<file path="src/sv/hxy_pkg.sv">
package hxy_pkg;

    localparam int ATAN_LEN = 24;
    localparam logic signed [33:0] CORDIC_START = 34'sd652032874;

    // Datapath operations
    localparam logic [3:0] OP_IDLE  = 4'd0;
    localparam logic [3:0] OP_LOAD  = 4'd1;
    localparam logic [3:0] OP_GCD   = 4'd2;
    localparam logic [3:0] OP_MUL   = 4'd3;
    localparam logic [3:0] OP_DIVLD = 4'd4;
    localparam logic [3:0] OP_DIV   = 4'd5;
    localparam logic [3:0] OP_CLD   = 4'd6;
    localparam logic [3:0] OP_CORD  = 4'd7;
    localparam logic [3:0] OP_CST   = 4'd8;
    localparam logic [3:0] OP_ACC   = 4'd9;
    localparam logic [3:0] OP_FAULT = 4'd10;

    // Output accumulation phases
    localparam logic [5:0] ACC_X_COS = 6'd0;
    localparam logic [5:0] ACC_X_PEN = 6'd1;
    localparam logic [5:0] ACC_X_SUM = 6'd2;
    localparam logic [5:0] ACC_Y_PEN = 6'd3;
    localparam logic [5:0] ACC_Y_SUM = 6'd4;

    typedef struct packed {
        logic [3:0] op;
        logic       sel;       // 0: first angle, 1: second angle
        logic [5:0] idx;       // step counter
        logic       out_load;
    } hxy_cmd_t;

    typedef struct packed {
        logic gcd_done;
        logic fault;
    } hxy_sts_t;

    // atan(2^-i) in 2^-32 turn units
    function automatic logic [31:0] atan_lut(input logic [4:0] i);
        logic [31:0] r;
        case (i)
            5'd0:  r = 32'h20000000;
            5'd1:  r = 32'h12E4051D;
            5'd2:  r = 32'h09FB385B;
            5'd3:  r = 32'h051111D4;
            5'd4:  r = 32'h028B0D43;
            5'd5:  r = 32'h0145D7E1;
            5'd6:  r = 32'h00A2F61E;
            5'd7:  r = 32'h00517C55;
            5'd8:  r = 32'h0028BE53;
            5'd9:  r = 32'h00145F2E;
            5'd10: r = 32'h000A2F98;
            5'd11: r = 32'h000517CC;
            5'd12: r = 32'h00028BE6;
            5'd13: r = 32'h000145F3;
            5'd14: r = 32'h0000A2F9;
            5'd15: r = 32'h0000517C;
            5'd16: r = 32'h000028BE;
            5'd17: r = 32'h0000145F;
            5'd18: r = 32'h00000A2F;
            5'd19: r = 32'h00000517;
            5'd20: r = 32'h0000028B;
            5'd21: r = 32'h00000145;
            5'd22: r = 32'h000000A2;
            5'd23: r = 32'h00000051;
            default: r = 32'h0;
        endcase
        return r;
    endfunction

    // Round Q.38 to Q.8 half up, then saturate to 19 bits
    function automatic logic signed [18:0] sat_out(input logic signed [51:0] acc);
        logic signed [52:0] t;
        logic signed [22:0] v;
        logic signed [18:0] r;
        t = {acc[51], acc} + 53'sd536870912;
        v = t[52:30];
        if (v > 23'sd262143) begin
            r = 19'sd262143;
        end else if (v < -23'sd262144) begin
            r = -19'sd262144;
        end else begin
            r = v[18:0];
        end
        return r;
    endfunction

endpackage

</file>
<file path="src/sv/hypotrochoid_xy_generator.sv">
// From input transfer to m_tvalid the sequencer runs the subtractive gcd loop, then for each
// of two angles a multiply, the restoring divider and an N-step CORDIC, N = min(CORDIC_STEPS, 24),
// then the output accumulation and load. One item at a time: the next input is accepted in
// the cycle after the result loads, and a result that m_tready holds delays that load.
// A zero rolling radius or divisor skips the divider and the CORDIC: the sequencer goes
// through the fault state straight to the output load.
// Reset (aresetn low, synchronous) returns the sequencer to idle and drops m_tvalid.
module hypotrochoid_xy_generator #(
    parameter int CORDIC_STEPS = 16
) (
    input  logic        aclk,
    input  logic        aresetn,
    input  logic        s_tvalid,
    output logic        s_tready,
    // drive_phase[15:0], fixed_radius[31:16], rolling_radius[47:32], pen_distance[63:48]
    input  logic [63:0] s_tdata,
    output logic        m_tvalid,
    input  logic        m_tready,
    // x_out[18:0], y_out[37:19], zero pad[39:38]
    output logic [39:0] m_tdata,
    // fault[0]
    output logic        m_tuser
);
    import hxy_pkg::*;

    hxy_cmd_t    cmd;
    hxy_sts_t    sts;
    logic [37:0] out_data;

    hxy_ctrl #(
        .CORDIC_STEPS(CORDIC_STEPS)
    ) u_ctrl (
        .aclk     (aclk),
        .aresetn  (aresetn),
        .s_tvalid (s_tvalid),
        .s_tready (s_tready),
        .m_tvalid (m_tvalid),
        .m_tready (m_tready),
        .cmd      (cmd),
        .sts      (sts)
    );

    hxy_datapath u_dp (
        .aclk      (aclk),
        .cmd       (cmd),
        .sts       (sts),
        .in_data   (s_tdata),
        .out_data  (out_data),
        .out_fault (m_tuser)
    );

    assign m_tdata = {2'b00, out_data};

endmodule

</file>
<file path="src/sv/hxy_ctrl.sv">
module hxy_ctrl #(
    parameter int CORDIC_STEPS = 16
) (
    input  logic             aclk,
    input  logic             aresetn,
    input  logic             s_tvalid,
    output logic             s_tready,
    output logic             m_tvalid,
    input  logic             m_tready,
    output hxy_pkg::hxy_cmd_t cmd,
    input  hxy_pkg::hxy_sts_t sts
);
    import hxy_pkg::*;

    localparam int NSTEPS = (CORDIC_STEPS < ATAN_LEN) ? CORDIC_STEPS : ATAN_LEN;
    localparam logic [5:0] LAST_CORD = 6'(NSTEPS - 1);
    localparam logic [5:0] LAST_DIV  = 6'd39;

    localparam logic [3:0] S_IDLE  = 4'd0;
    localparam logic [3:0] S_GCD   = 4'd1;
    localparam logic [3:0] S_MUL   = 4'd2;
    localparam logic [3:0] S_DIVLD = 4'd3;
    localparam logic [3:0] S_DIV   = 4'd4;
    localparam logic [3:0] S_CLD   = 4'd5;
    localparam logic [3:0] S_CORD  = 4'd6;
    localparam logic [3:0] S_CST   = 4'd7;
    localparam logic [3:0] S_ACC   = 4'd8;
    localparam logic [3:0] S_FAULT = 4'd9;
    localparam logic [3:0] S_OUT   = 4'd10;

    logic [3:0] state_reg, state_next;
    logic [5:0] cnt_reg, cnt_next;
    logic       sel_reg, sel_next;
    logic       mvalid_reg, mvalid_next;

    assign s_tready = (state_reg == S_IDLE);
    assign m_tvalid = mvalid_reg;

    // Sequencer
    always_comb begin
        state_next   = state_reg;
        cnt_next     = cnt_reg;
        sel_next     = sel_reg;
        cmd.op       = OP_IDLE;
        cmd.sel      = sel_reg;
        cmd.idx      = cnt_reg;
        cmd.out_load = 1'b0;
        unique case (state_reg)
            S_IDLE: begin
                if (s_tvalid) begin
                    cmd.op     = OP_LOAD;
                    state_next = S_GCD;
                end
            end
            S_GCD: begin
                if (sts.gcd_done) begin
                    sel_next   = 1'b0;
                    state_next = sts.fault ? S_FAULT : S_MUL;
                end else begin
                    cmd.op = OP_GCD;
                end
            end
            S_MUL: begin
                cmd.op     = OP_MUL;
                state_next = S_DIVLD;
            end
            S_DIVLD: begin
                cmd.op     = OP_DIVLD;
                cnt_next   = '0;
                state_next = S_DIV;
            end
            S_DIV: begin
                cmd.op   = OP_DIV;
                cnt_next = cnt_reg + 6'd1;
                if (cnt_reg == LAST_DIV) begin
                    state_next = S_CLD;
                end
            end
            S_CLD: begin
                cmd.op     = OP_CLD;
                cnt_next   = '0;
                state_next = S_CORD;
            end
            S_CORD: begin
                cmd.op = OP_CORD;
                if (cnt_reg == LAST_CORD) begin
                    state_next = S_CST;
                end else begin
                    cnt_next = cnt_reg + 6'd1;
                end
            end
            S_CST: begin
                cmd.op   = OP_CST;
                cnt_next = '0;
                if (sel_reg) begin
                    state_next = S_ACC;
                end else begin
                    sel_next   = 1'b1;
                    state_next = S_MUL;
                end
            end
            S_ACC: begin
                cmd.op = OP_ACC;
                if (cnt_reg == ACC_Y_SUM) begin
                    state_next = S_OUT;
                end else begin
                    cnt_next = cnt_reg + 6'd1;
                end
            end
            S_FAULT: begin
                cmd.op     = OP_FAULT;
                state_next = S_OUT;
            end
            S_OUT: begin
                if (!mvalid_reg || m_tready) begin
                    cmd.out_load = 1'b1;
                    state_next   = S_IDLE;
                end
            end
            default: begin
                state_next = S_IDLE;
            end
        endcase
    end

    // Output valid: set on load, cleared when the transfer completes
    always_comb begin
        if (cmd.out_load) begin
            mvalid_next = 1'b1;
        end else if (m_tready) begin
            mvalid_next = 1'b0;
        end else begin
            mvalid_next = mvalid_reg;
        end
    end

    always_ff @(posedge aclk) begin
        if (!aresetn) begin
            state_reg  <= S_IDLE;
            cnt_reg    <= '0;
            sel_reg    <= 1'b0;
            mvalid_reg <= 1'b0;
        end else begin
            state_reg  <= state_next;
            cnt_reg    <= cnt_next;
            sel_reg    <= sel_next;
            mvalid_reg <= mvalid_next;
        end
    end

endmodule

</file>
<file path="src/sv/hxy_datapath.sv">
module hxy_datapath (
    input  logic              aclk,
    input  hxy_pkg::hxy_cmd_t cmd,
    output hxy_pkg::hxy_sts_t sts,
    input  logic [63:0]       in_data,
    output logic [37:0]       out_data,
    output logic              out_fault
);
    import hxy_pkg::*;

    localparam logic signed [32:0] QTR_TURN  = 33'sd1073741824;
    localparam logic signed [32:0] HALF_TURN = 33'sd2147483648;

    logic signed [15:0] p_reg, d_reg;
    logic [15:0]        big_reg, small_reg;
    logic [7:0]         ga_reg, gb_reg;
    logic signed [50:0] mul_reg;
    logic signed [51:0] acc_reg;
    logic [39:0]        dvd_reg;
    logic [7:0]         rem_reg;
    logic [31:0]        quo_reg;
    logic               neg_reg;
    logic signed [33:0] x_reg, y_reg;
    logic signed [32:0] z_reg;
    logic               flip_reg;
    logic signed [33:0] c1_reg, s1_reg, c2_reg, s2_reg;
    logic signed [18:0] xo_reg, yo_reg;
    logic               fault_reg;
    logic signed [18:0] out_x_reg, out_y_reg;
    logic               out_fault_reg;

    logic [7:0]         m_val;
    logic signed [16:0] small_s, diff_s, d_s;
    logic signed [16:0] ma;
    logic signed [33:0] mb;
    logic signed [50:0] mul_next;
    logic signed [50:0] mag;
    logic [8:0]         trial;
    logic               ge;
    logic [31:0]        theta;
    logic signed [32:0] zs;
    logic signed [33:0] dx, dy;
    logic signed [32:0] at;

    // Divisor from the gcd registers
    assign m_val = (big_reg == 16'd256) ? 8'd1 : ((ga_reg == 8'd0) ? gb_reg : ga_reg);
    assign sts.gcd_done = (big_reg == 16'd256) || (ga_reg == 8'd0) || (gb_reg == 8'd0)
                          || (ga_reg == gb_reg);
    assign sts.fault = (small_reg == 16'd0) || (m_val == 8'd0);

    assign small_s = signed'({1'b0, small_reg});
    assign diff_s  = signed'({1'b0, big_reg}) - signed'({1'b0, small_reg});
    assign d_s     = {d_reg[15], d_reg};

    // Shared multiplier operand select
    always_comb begin
        ma = diff_s;
        mb = c1_reg;
        if (cmd.op == OP_MUL) begin
            ma = cmd.sel ? diff_s : small_s;
            mb = {{18{p_reg[15]}}, p_reg};
        end else if (cmd.op == OP_ACC) begin
            case (cmd.idx)
                ACC_X_COS: begin
                    ma = diff_s;
                    mb = c1_reg;
                end
                ACC_X_PEN: begin
                    ma = d_s;
                    mb = c2_reg;
                end
                ACC_X_SUM: begin
                    ma = diff_s;
                    mb = s1_reg;
                end
                default: begin
                    ma = d_s;
                    mb = s2_reg;
                end
            endcase
        end
    end
    assign mul_next = ma * mb;

    // Divider step and angle magnitude
    assign mag   = mul_reg[50] ? -mul_reg : mul_reg;
    assign trial = {rem_reg, dvd_reg[39]};
    assign ge    = (trial >= {1'b0, m_val});

    // Angle sign applied to the quotient
    assign theta = neg_reg ? (32'd0 - quo_reg) : quo_reg;
    assign zs    = signed'({theta[31], theta});

    // CORDIC micro-rotation terms
    assign dx = y_reg >>> cmd.idx[4:0];
    assign dy = x_reg >>> cmd.idx[4:0];
    assign at = signed'({1'b0, atan_lut(cmd.idx[4:0])});

    always_ff @(posedge aclk) begin
        case (cmd.op)
            OP_LOAD: begin
                p_reg     <= in_data[15:0];
                big_reg   <= in_data[31:16];
                small_reg <= in_data[47:32];
                d_reg     <= in_data[63:48];
                ga_reg    <= in_data[31:24];
                gb_reg    <= in_data[47:40];
                fault_reg <= 1'b0;
            end
            OP_GCD: begin
                if (ga_reg > gb_reg) begin
                    ga_reg <= ga_reg - gb_reg;
                end else begin
                    gb_reg <= gb_reg - ga_reg;
                end
            end
            OP_MUL: begin
                mul_reg <= mul_next;
            end
            OP_DIVLD: begin
                dvd_reg <= {mag[30:0], 9'd0};
                rem_reg <= '0;
                quo_reg <= '0;
                neg_reg <= mul_reg[50];
            end
            OP_DIV: begin
                rem_reg <= ge ? 8'(trial - {1'b0, m_val}) : trial[7:0];
                quo_reg <= {quo_reg[30:0], ge};
                dvd_reg <= {dvd_reg[38:0], 1'b0};
            end
            OP_CLD: begin
                x_reg <= CORDIC_START;
                y_reg <= '0;
                if (zs > QTR_TURN) begin
                    z_reg    <= zs - HALF_TURN;
                    flip_reg <= 1'b1;
                end else if (zs < -QTR_TURN) begin
                    z_reg    <= zs + HALF_TURN;
                    flip_reg <= 1'b1;
                end else begin
                    z_reg    <= zs;
                    flip_reg <= 1'b0;
                end
            end
            OP_CORD: begin
                if (!z_reg[32]) begin
                    x_reg <= x_reg - dx;
                    y_reg <= y_reg + dy;
                    z_reg <= z_reg - at;
                end else begin
                    x_reg <= x_reg + dx;
                    y_reg <= y_reg - dy;
                    z_reg <= z_reg + at;
                end
            end
            OP_CST: begin
                if (cmd.sel) begin
                    c2_reg <= flip_reg ? -x_reg : x_reg;
                    s2_reg <= flip_reg ? -y_reg : y_reg;
                end else begin
                    c1_reg <= flip_reg ? -x_reg : x_reg;
                    s1_reg <= flip_reg ? -y_reg : y_reg;
                end
            end
            OP_ACC: begin
                mul_reg <= mul_next;
                case (cmd.idx)
                    ACC_X_PEN: acc_reg <= {mul_reg[50], mul_reg};
                    ACC_X_SUM: xo_reg  <= sat_out(acc_reg + {mul_reg[50], mul_reg});
                    ACC_Y_PEN: acc_reg <= {mul_reg[50], mul_reg};
                    ACC_Y_SUM: yo_reg  <= sat_out(acc_reg - {mul_reg[50], mul_reg});
                    default: ;
                endcase
            end
            OP_FAULT: begin
                xo_reg    <= '0;
                yo_reg    <= '0;
                fault_reg <= 1'b1;
            end
            default: ;
        endcase
    end

    // Output register
    always_ff @(posedge aclk) begin
        if (cmd.out_load) begin
            out_x_reg     <= xo_reg;
            out_y_reg     <= yo_reg;
            out_fault_reg <= fault_reg;
        end
    end

    assign out_data  = {out_y_reg, out_x_reg};
    assign out_fault = out_fault_reg;

endmodule

</file>
<file path="config.mk">
export PLATFORM = sky130hd
export DESIGN_NAME = hypotrochoid_xy_generator
export DESIGN_NICKNAME = d
export VERILOG_FILES = /design/src/sv/hxy_pkg.sv /design/src/sv/hypotrochoid_xy_generator.sv /design/src/sv/hxy_ctrl.sv /design/src/sv/hxy_datapath.sv
export SDC_FILE = /design/constraint.sdc
export NUM_CORES = 2
export LEC_CHECK = 0
export BUFFER_PORTS_ARGS = -buffer_cell sky130_fd_sc_hd__buf_2
export CAP_MARGIN = 10
export CORE_MARGIN = 5
export CORE_UTILIZATION = 55
export CTS_BUF_LIST = sky130_fd_sc_hd__clkbuf_4
export CTS_CLUSTER_DIAMETER = 150
export CTS_CLUSTER_SIZE = 28
export DETAILED_ROUTE_END_ITERATION = 10
export MAX_ROUTING_LAYER = met4
export PLACE_DENSITY_LB_ADDON = 0.3
export SLEW_MARGIN = 25
export SYNTH_ARGS = -nofsm -noshare
export SYNTH_HDL_FRONTEND = slang
export SYNTH_SLANG_ARGS = --single-unit
</file>
<file path="constraint.sdc">
create_clock -name aclk -period 12.4 [get_ports aclk]
set_input_delay 1.24 -clock aclk [delete_from_list [all_inputs] [get_ports aclk]]
set_output_delay 1.24 -clock aclk [all_outputs]
set_load 0.05 [all_outputs]
</file>
Yosys cells after proc, flatten, opt, wreduce, memory -nomap -nowiden
Memory sizes are Yosys's and may differ from the RTL's. A register that Yosys moved wholly into a read port is not among the register bits.
Cells that the tools add are included.
{ "totals": {"reg_bits": 591, "romBits": 960, "input_bits": 68, "output_inout_bits": 43, "word_cells": 200, "n_memories": 1} }
{ "classes": {"n_addsub": 21, "mul": 1, "magnitude_cmp": 8, "eq_ne": 40, "shifts": 2, "muxes": 62, "bitwise_logic": 1, "reduce_logical": 34} }
{ "mem_list": {"columns": ["memory", "depth", "width", "rd", "rd_clocked_by_memory_dff", "wr", "line", "text"], "rows": [
  ["(name not given)", 32, 30, 1, 1, 0, "hxy_pkg.sv:41", "case (i)"]
]} }
{ "op_table": {"columns": ["operator", "n"], "rows": [
  ["$mux 34", 6],
  ["$pmux 34 s2", 2],
  ["$mux 19", 6],
  ["$add 52x31->53 const B", 2],
  ["$pmux 34 s3", 1],
  ["$mux 33", 3],
  ["$pmux 40 s2", 1],
  ["$pmux 19 s2", 2],
  ["$add 34x34->34", 2],
  ["$mux 17", 4],
  ["$neg 34->34", 2],
  ["$sshr 34x5->34", 2],
  ["$sub 34x34->34", 2],
  ["$pmux 33 s2", 1],
  ["$pmux 32 s2", 1],
  ["$add 51x51->52", 1],
  ["$sub 51x51->52", 1],
  ["$mul 17x34->51", 1],
  ["$pmux 8 s2", 3],
  ["$gt 23x19->1 const B", 2],
  ["$lt 23x19->1 const B", 2],
  ["$pmux 4 s11", 1],
  ["$mux 8", 5],
  ["$pmux 4 s10", 1],
  ["49 further kinds", 115]
]} }

Longest topological paths before layout
{ "depth": {"ltp_word": 10, "depth_mapped": 41, "mapped_depth_nobuf": 39} }

Modules after synthesis
From an unflattened synthesis, not the netlist that was laid out.
{ "unflattened": {"cells_unflattened": 6565, "hier_area_um2": 62658.8} }
{ "by_module_without_submodules": {"columns": ["mod", "instances", "cells_per_inst", "area_each_um2", "seq_area_each_um2"], "rows": [
  ["hxy_datapath", 1, 6444, 61760.5, 17116.4],
  ["hxy_ctrl", 1, 118, 879.6, 240.2],
  ["hypotrochoid_xy_generator", 1, 3, 18.8, 0.0]
]} }

Worst setup path before layout
No wires, ideal clock.
{ "synth_timing": {"kind": "reg-to-reg", "startpoint": "register u_ctrl.cnt_reg[0]", "endpoint": "register u_dp.mul_reg[47], data pin", "arrival_ns": 9.263, "t_required_ns": 12.140, "setup_slack_ns": 2.876, "stages_incl_launch_ff": 38, "synth_period_minus_slack_ns": 9.524, "path_cell_list": "dfxtp_1 buf_6 buf_12 buf_6 inv_1 buf_2 buf_1 ha_1 a21o_1 clkbuf_1 nor2_1 clkbuf_1 nand2_1 and3_1 a21oi_1 clkbuf_1 nand2_1 fa_1 [... 2 more ...] inv_1 fa_1 fa_1 inv_1 fa_1 inv_1 ha_1 clkbuf_1 nand4_1 a2111oi_0 o21ai_0 a31oi_1 a31oi_1 o21ai_0 o21ai_0 o221ai_1 a21oi_1 xnor2_1"} }
{ "synth_via": {"elab_chain_len": 6, "elab_cells_between_ends": 11, "cone_classes": "mul: 1; eq/ne: 2; mux: 6; reduce/logical: 2"} }
{ "synth_rtl": {"columns": ["element", "line", "text"], "rows": [
  ["from (decl)", "hxy_ctrl.sv:32", "logic [5:0] cnt_reg, cnt_next;"],
  ["from (signal assigned)", "hxy_ctrl.sv:145", "cnt_reg <= cnt_next;"],
  ["$eq 6x2->1 / $logic_not 6->1 (equally long branches)", "hxy_datapath.sv:63", "case (cmd.idx)"],
  ["$reduce_or 2->1 (no source line)", null, null],
  ["$mux 17", "hxy_datapath.sv:63", null],
  ["$mux 17", "hxy_datapath.sv:62", "end else if (cmd.op == OP_ACC) begin"],
  ["$mux 17", "hxy_datapath.sv:59", "if (cmd.op == OP_MUL) begin"],
  ["$mul 17x34->51 *", "hxy_datapath.sv:83", "assign mul_next = ma * mb;"],
  ["named net u_dp.mul_next[47]", "hxy_datapath.sv:36", "logic signed [50:0] mul_next;"],
  ["to (signal assigned)", "hxy_datapath.sv:118", "mul_reg <= mul_next;"],
  ["to (signal assigned)", "hxy_datapath.sv:166", "mul_reg <= mul_next;"],
  ["to (decl)", "hxy_datapath.sv:17", "logic signed [50:0] mul_reg;"]
]} }
Mark *: on every way through the listed nets, which the timed path passes. The rest lies on a longest branch.
A chain may end at the register's enable or synchronous reset.

Worst setup path in the final report
{ "layout_timing": {"startpoint": "register u_ctrl.cnt_reg[3]", "endpoint": "register u_dp.mul_reg[47], data pin"} }
Same word-level chain as after synthesis.

==> run_results.csv <==
group,metric,value,unit
sta,finalHoldViolations,0,
run,maxCapViolations,0,
floorplanning,die_area,121000,µm²
floorplanning,fp-row-count,124,
global_routing,grt_pass1_vias,49000,
detailed_routing,vias,48200,
place,port_buffers,108,
global_routing,grt-busiest-layer,"met2",
worst_setup_path,rr_endpoint,"u_dp.mul_reg[47]",
floorplanning,die_x,348,µm
sta,slew_headroom,20.8,%
sta,finalSetupTns,0,ps
worst_setup_path,end_kind,"flip-flop",
floorplanning,pin_count,111,
global_routing,grt_use_met3,4.04,%
worst_setup_path,arrival,11720,ps
worst_setup_path,crit_path_top_delay_cell,"a21o_1",
logic_synthesis,synth-seq-cells,612,
detailed_routing,routed_wl,173000,µm
cts,clk_pin_slew_worst_paths,300,ps
logic_synthesis,syn-instance-count,6567,
worst_setup_path,max_stage_delay,840,ps
logic_synthesis,ys_async_sr_fraction,0,%
cts,cts-root-buf,"clkbuf_4",
cells_and_area,final_common_cell,"inv_1",
logic_synthesis,synth_edf_count,570,
sta,slew_violations,0,
worst_setup_path,r2r_cells,29,
worst_setup_path,crit_top_cell,"fa_1",
logic_synthesis,synth_top_area_share,27.2,%
floorplanning,die_h,348,µm
worst_hold_path,hold_start,"s_tdata[61]",
logic_synthesis,syn-mean-instance-area,9.58,µm²
global_routing,grt_pass1_wl,274000,µm
sta,max_freq,91.3,MHz
logic_synthesis,ys.flop_type,"edfxtp_1",
place,place_congestion,1.01,
detailed_routing,postRouteAntennaNets,0,
global_routing,grt_overflow,0,
logic_synthesis,synth_warnings,0,
worst_hold_path,whs_endpoint,"u_dp.d_reg[13]",
cells_and_area,drive_gt1_share,6.44,%
worst_hold_path,whs_path_depth,1,
cts,clockBufferDepth,3,
cts,cts_hold_buf,0,
cts,cts_max_level,1,
cts,post_cts_buffers,0,
logic_synthesis,synthDistinctLibCells,89,
outcome,status,"completed",
logic_synthesis,syn-cell-area,62900,µm²
cts,cts_buffers,26,
detailed_routing,wl_per_cell,21.6,µm
worst_hold_path,hold_path.class,"in2reg",
cts,cts_tree,"yes",
worst_setup_path,path_max_fanout,26,
logic_synthesis,yosysTopAreaCell,"edfxtp_1",
global_routing,grt_use_met2,46.5,%
detailed_routing,drcViolationCount,0,
worst_setup_path,worstPathRequired,13160,ps
sta,tightest_slew,1180,ps
detailed_routing,dr.pass1.iters,8,
floorplanning,start_util,55.2,%
worst_setup_path,reg2reg_slack,1450,ps
worst_setup_path,cp-start-kind,"flip-flop",
sta,setup_violations,0,
global_routing,grt.total_usage,29.0,%
logic_synthesis,synthTopCellsByArea,"edfxtp_1 27%, fa_1 18%, ha_1 9.5%",
worst_setup_path,path_class,"reg2reg",
sta,rsz0062_at_grt,"no",
sta,fin_crit_sh,88.3,%
logic_synthesis,synth_seq_area_share,28.6,%
cts,cts_resized,0,
global_routing,grt_use_met1,38.0,%
global_routing,antenna_found_initial,7,
cts,clkSinkCount,612,
global_routing,grt_start_max_net_pins,87,
place,hpwl,136000,µm
sta,skew,209,ps
cells_and_area,area_growth,3.72,%
cells_and_area,nNetsFinal,7580,
cts,clock_latency,1160,ps
cells_and_area,fillers,9995,
detailed_routing,via_per_inst,6.02,
floorplanning,core,114000,µm²
worst_setup_path,reg2reg_from,"u_ctrl.cnt_reg[3]",
cells_and_area,final_cell_mix,"812 x inv_1, 652 x nand2_1, 599 x nor2_1",
sta,min_period,10950,ps
detailed_routing,first_iter_violations,4730,
## critical path, delay by kind of cell, from the launching register on
family	cells	cell delay [ps]
buf+inv	4	210
compound gates	11	3880
flops	1	390
xor+xnor	1	80
simple gates	6	2640
fa+ha+maj	7	3380
## final cells by class
type | instances | area (µm²) | area share, %
sequential | 612 | 18000 | 27.5
inverter | 817 | 3070 | 4.70
timing repair buffer | 182 | 1110 | 1.70
antenna | 10 | 25.0 | 0.0384
clock buffer | 37 | 278 | 0.426
clock inverter | 4 | 45.0 | 0.0691
multi-input combinational | 4840 | 40800 | 62.6
tap | 1512 | 1890 | 2.90
## cells in the mapped netlist (13+ instances only)
master      n
mux2i_1    76
o21bai_1   22
o21ai_1    20
or2_2      31
nand2b_1   83
nand2_1   654
mux4_2     69
buf_1      29
xnor2_1   260
mux2_2     42
nor2b_1    49
fa_1      558
nand3_1    77
clkbuf_1  237
a22oi_1    15
and2_1     93
nand4_1    46
o21a_1     88
nor3_1    104
a222oi_1   34
a21boi_0   13
and3_1     29
a21o_1    128
o41ai_1    23
a211oi_1   43
nor4_1     34
o31ai_1    51
o211ai_1   24
xor2_1    145
or4_1      21
edfxtp_1  570
ha_1      475
or3_1      37
a21oi_1   387
nor3b_1    13
a31oi_1    43
dfxtp_1    42
buf_2      19
nor2_1    603
o22ai_1    24
o21ai_0   286
inv_1     813
## cell families (layout without fill, tap and decap cells)
kind of cell	count (synthesis)	after routing	synth area share (%)
AOI/OAI and AO/OA	1294	1294	13.0
xor gates and xnor gates	405	405	5.64
adders and majority gates	1033	1033	27.2
buffers and inverters	1116	1040	6.83
DFF	612	612	28.6
muxes	199	199	4.93
other	1	12	0.00596
and+or+nand+nor	1907	1907	13.9
## worst max-delay path by stage
stage / startpoint / slack, ps / cells after the start / to
global route: u_ctrl.cnt_reg[3] / 790 / 31 / u_dp.mul_reg[49]
detailed placement: u_ctrl.cnt_reg[3] / 1790 / 31 / u_dp.mul_reg[47]
global placement: u_ctrl.cnt_reg[3] / 1870 / 31 / u_dp.mul_reg[47]
CTS: u_ctrl.cnt_reg[3] / 1620 / 31 / u_dp.mul_reg[47]
finish: u_ctrl.cnt_reg[3] / 1450 / 29 / u_dp.mul_reg[47]
floorplan: u_ctrl.cnt_reg[0] / 2880 / 37 / u_dp.mul_reg[47]
## per-layer routing
metal | up-vias | share of wire [%]
li1 | 22300 | -
met1 | 23800 | 42
met2 | 1836 | 47
met3 | 350 | 7.1
met4 | 0 | 4.7
met5 | - | 0
## per-stage QoR
step                setup WS (ps)  area (µm²)  instances  hold WS (ps)  utilization [%]
floorplan                    2880       62900       6568           400                -
global placement             1870       64900       7963           402             56.9
detailed placement           1790       64900       7963           405             57.0
CTS                          1620       65200       8004           188             57.2
finish                       1450       65200       8014           273             57.3
global route                  789       65200       8012           166             57.3
Power is not shown: default switching activity piles up to over one toggle a cycle in this logic, so the estimate is an artifact.
